File: src/rtl/core/iia_pkg.sv
// shared types and constants of the interval id allocator
`timescale 1ns / 1ps

package iia_pkg;

  localparam int IdW = 32;
  localparam int StatusW = 2;
  localparam int MaxEntriesW = 11;

  localparam logic [IdW-1:0] U32_MAX = '1;

  // function codes
  localparam logic FUNC_ALLOC   = 1'b0;
  localparam logic FUNC_RELEASE = 1'b1;

  // status codes
  localparam logic [StatusW-1:0] ST_OK        = 2'd0;
  localparam logic [StatusW-1:0] ST_EXHAUSTED = 2'd1;
  localparam logic [StatusW-1:0] ST_LEAKED    = 2'd2;
  localparam logic [StatusW-1:0] ST_NOT_ALLOC = 2'd3;

  // results of the shared compare and step unit
  typedef struct packed {
    logic           lt;
    logic           eq;
    logic           inc_eq;
    logic [IdW-1:0] a_inc;
    logic [IdW-1:0] b_dec;
  } alu_res_t;

endpackage

File: src/rtl/core/iia_alu.sv
// shared compare, increment and decrement unit of the allocator
`timescale 1ns / 1ps

module iia_alu (
  input  logic [iia_pkg::IdW-1:0] a,
  input  logic [iia_pkg::IdW-1:0] b,
  output iia_pkg::alu_res_t       res
);

  import iia_pkg::*;

  logic [IdW-1:0] a_inc;

  assign a_inc = a + IdW'(1);

  // unsigned compares and the one-step neighbors of the operands
  always_comb begin
    res.lt     = (a < b);
    res.eq     = (a == b);
    res.inc_eq = (a_inc == b);
    res.a_inc  = a_inc;
    res.b_dec  = b - IdW'(1);
  end

endmodule

File: config.mk
export PLATFORM = sky130hd
export DESIGN_NAME = iia_alu
export DESIGN_NICKNAME = d
export VERILOG_FILES = /design/src/rtl/core/iia_pkg.sv /design/src/rtl/core/iia_alu.sv
export SDC_FILE = /design/constraint.sdc
export NUM_CORES = 1
export LEC_CHECK = 0
export ABC_AREA = 1
export BUFFER_PORTS_ARGS = -buffer_cell sky130_fd_sc_hd__buf_2
export CAP_MARGIN = 20
export CELL_PAD_IN_SITES_DETAIL_PLACEMENT = 1
export CELL_PAD_IN_SITES_GLOBAL_PLACEMENT = 2
export CORE_MARGIN = 2
export CORE_UTILIZATION = 24
export DETAILED_ROUTE_END_ITERATION = 8
export PLACE_DENSITY = 0.82
export SYNTH_ARGS = -nofsm -noshare
export SYNTH_HDL_FRONTEND = slang
export SYNTH_SLANG_ARGS = --single-unit
File: constraint.sdc
create_clock -name vclk -period 1.79
set_clock_uncertainty 0.1 [all_clocks]
set_input_delay 0.0895 -clock vclk [all_inputs]
set_output_delay 0.0895 -clock vclk [all_outputs]
set_load 0.005 [all_outputs]
**Word-level counts from Yosys, hierarchy flattened**

Cells that the tools add are included.

- Input port bits: 64
- Register bits after elaboration: 0
- Word-level logic and storage cells: 5

- Magnitude comparators: 1
- Equal/unequal tests: 2
- Add/sub/neg operators: 2

Operators with widths:

| kind | number |
|---|---|
| $eq 32x32->1 | 2 |
| $add 32x1->32 const B | 1 |
| $lt 32x32->1 | 1 |
| $sub 32x1->32 const B | 1 |

**Logic depth before layout (Yosys ltp)**

- Word-level depth: 2
- Depth in mapped cells: 15
- Mapped depth without buffers: 15

**Least setup slack after synthesis**

Ideal clock, no wire load.

- Path kind: in2out
- From: input port b[0] (netlist bit)
- To: output port res[26] (netlist bit)
- Required time: 1.600 ns
- Slack: 0.151 ns
- Stages: 11
- Arrival: 1.449 ns
- Cell sequence: inv_1 ha_1 nand3_2 nor2_2 nand2_1 nor3_4 nand3_1 nor2_1 nand3_1 nor2_1 xor2_1

RTL lines:

| what | line | RTL |
|---|---|---|
| start: declaration | iia_alu.sv:6 | `input logic [iia_pkg::IdW-1:0] b,` |
| end: declaration | iia_alu.sv:7 | `output iia_pkg::alu_res_t res` |

==> flow_summary_export.csv <==
group,metric,value,unit
status,status,"complete, but fails checks",
status,violations,"setup timing",
place,port_buffers,131,
setup_path,path_delay_family,"simple AND/OR/NAND/NOR gates",
finish,drive_gt1_frac,0.523,
worst_hold_path,holdPathEnd,"res[32]",
synthesis,synth_largest_area_cell,"nand2_1",
synthesis,netlist_area,0.00321,mm²
pwr,peakVddDrop,0.0884,mV
place,dp_hpwl,15.2,mm
finish,clock_buffers,0,
setup_path,cp_num_buf_inv,3,
synthesis,synthTopCellsByCount,"nand2_1 (183), nor2_1 (94), inv_1 (88)",
detailed_routing,totalWireLength,19.9,mm
pwr,p_leak,3.52,nW
setup_path,crit_top_cell,"nand2_1",
timing,hold_viol_final,0,
detailed_routing,avgRoutedWirePerCell,17.8,µm
timing,worst_pin_slew,0.334,ns
die,dieHeight,120,µm
global_route,overflow,0,
global_route,grt_pass1_wl,28.1,mm
synthesis,ys_warn_count,0,
timing,max_freq,495,MHz
die,core_area,0.0131,mm²
synthesis,synthCells,595,
die,boundaryPins,131,
timing,min_period,2.02,ns
detailed_routing,drc_errors,0,
synthesis,post-synth-top-count-cell,"nand2_1",
die,die_x,120,µm
timing,setup_tns,-0.674,ns
setup_path,max_stage_delay,0.21,ns
setup_path,critPathLaunchType,"input port",
synthesis,synth_area_leaders,"nand2_1 (21%), ha_1 (13%), nor2_1 (11%), inv_1 (10%), nand3_1 (8.4%)",
timing,setup_viol,6,
timing,rsz0062_at_grt,"yes",
synthesis,syn_area_per_cell,5.39,µm²
finish,final_nets,1042,
setup_path,endpoint_kind,"primary output",
detailed_routing,vias_per_cell,4.77,
setup_path,path_cells,"buf_4, nand2_2, nor2_4, nand2_4, nor2_4, buf_4, nand2_1, nand3_1, nand2_1, nor2_2, nand3_2, nor2_2, nand2_1, nor2_1, buf_2",
die,row_count,42,
worst_hold_path,min_from,"a[0]",
global_route,gr-usage-all-layers,0.245,
finish,diodes,0,
setup_path,crit_type,"input port to primary output",
worst_hold_path,holdCritPathClass,"input port to primary output",
setup_path,required,1.60,ns
place,dp.cells,1078,
finish,fin_cells,1118,
detailed_routing,drt_iter0_drc,162,
timing,relSlewSlack,0.777,
finish,fill_cells,1795,
global_route,grt_max_degree,8,
timing,fin_ws,-0.232,ns
die,die_area,0.0143,mm²
worst_hold_path,hold_depth,3,
global_route,grt_pass1_vias,5449,
global_route,antenna_found_initial,0,
finish,regArea,0,µm²
detailed_routing,drt_first_pass_iters,4,
finish,seq_cell_count,0,
place,preCtsSetupSlack,-0.422,ns
setup_path,cp_max_fo,4,
place,gp_congestion,0.922,
synthesis,ys_seq_area_frac,0,
timing,post-route-period-util,1.13,
detailed_routing,via_count,5328,
setup_path,critPathSlowestCell,"nor2_4",
flow_run,cap_violations,0,
synthesis,synth_top_area_share,0.214,
setup_path,worstPathArrival,1.83,ns
finish,syn_to_final_growth,101,%
timing,finalMaxSlewViolations,0,
synthesis,ys_types,35,
synthesis,syn_nets,693,
die,start_util,0.244,
setup_path,cp.depth,15,
pwr,powerDensity,194,mW/mm²
detailed_routing,ant_nets,0,
## what timing repair did
action	CTS	global route
hold buffers	0	0
hold endpoints to repair	0	0
gates resized for setup	67	134
setup endpoints to repair	18	23
buffers inserted	22	21
pin swaps	35	75
## through the flow
| stage | hold WS [ns] | power [W] | util | cell area (µm²) |
|---|---|---|---|---|
| detailed placement | 0.396 | 0.00104 | 0.411 | 5400 |
| global placement | 0.395 | 0.00101 | 0.411 | 5400 |
| finish | 0.347 | 0.00125 | 0.491 | 6440 |
| global route | 0.354 | 0.00135 | 0.491 | 6440 |
| CTS | 0.382 | 0.00111 | 0.444 | 5830 |
| floorplan | 0.131 | 0.000423 | - | 3210 |
## layout make-up
type | count | area, µm² | share of cell area
Inverter | 90 | 358 | 0.0555
Tap cell | 176 | 220 | 0.0342
Timing Repair Buffer | 347 | 2450 | 0.380
Multi-Input combinational cell | 505 | 3420 | 0.530
## kinds of logic (layout without fill, tap and decap cells)
logic type,after synthesis,count (layout),synth area share
buffers and inverters,90,437,0.105
xor gates and xnor gates,39,39,0.130
and+or+nand+nor,402,402,0.574
AOI/OAI and AO/OA,30,30,0.0581
adders and majority gates,34,34,0.133
## how the worst max path moves through the flow
stage / slack [ns] / to / startpoint
after CTS: -0.25 / res[64] / a[1]
after global routing: -0.32 / res[64] / a[0]
after floorplan: 0.15 / res[26] / b[0]
final: -0.23 / res[64] / a[2]
after global placement: -0.41 / res[64] / a[1]
after detailed placement: -0.42 / res[64] / a[1]
## where the power goes
part	total (W)	internal (W)	switching, W
Sequential	0	0	0
Combinational	0.00125	0.000583	0.000664
Clock	0	0	0
Total	0.00125	0.000583	0.000664
## per-layer routing
metal / vias up / global-route usage / share of wire
li1: 2584 / - / -
met1: 2577 / 0.329 / 0.44
met2: 132 / 0.451 / 0.50
met3: 35 / 0.00523 / 0.026
met4: 0 / 0.0272 / 0.024
met5: - / 0 / 0
## cell usage in the layout (no fill, tap or decap), types with 3 or more instances in the layout
cell type / count
a21oi_1: 15
buf_2: 117
buf_4: 199
buf_6: 22
buf_8: 4
clkbuf_4: 3
ha_1: 31
ha_4: 3
inv_1: 80
inv_2: 8
nand2_1: 149
nand2_2: 38
nand2_4: 11
nand3_1: 44
nand3_2: 9
nand3_4: 3
nand3b_1: 7
nand4_1: 13
nor2_1: 59
nor2_2: 25
nor2_4: 21
nor3_1: 4
nor3_2: 6
o21ai_0: 3
xnor2_1: 3
xnor3_1: 5
xor2_1: 28
(Power assumes the default switching activity.)
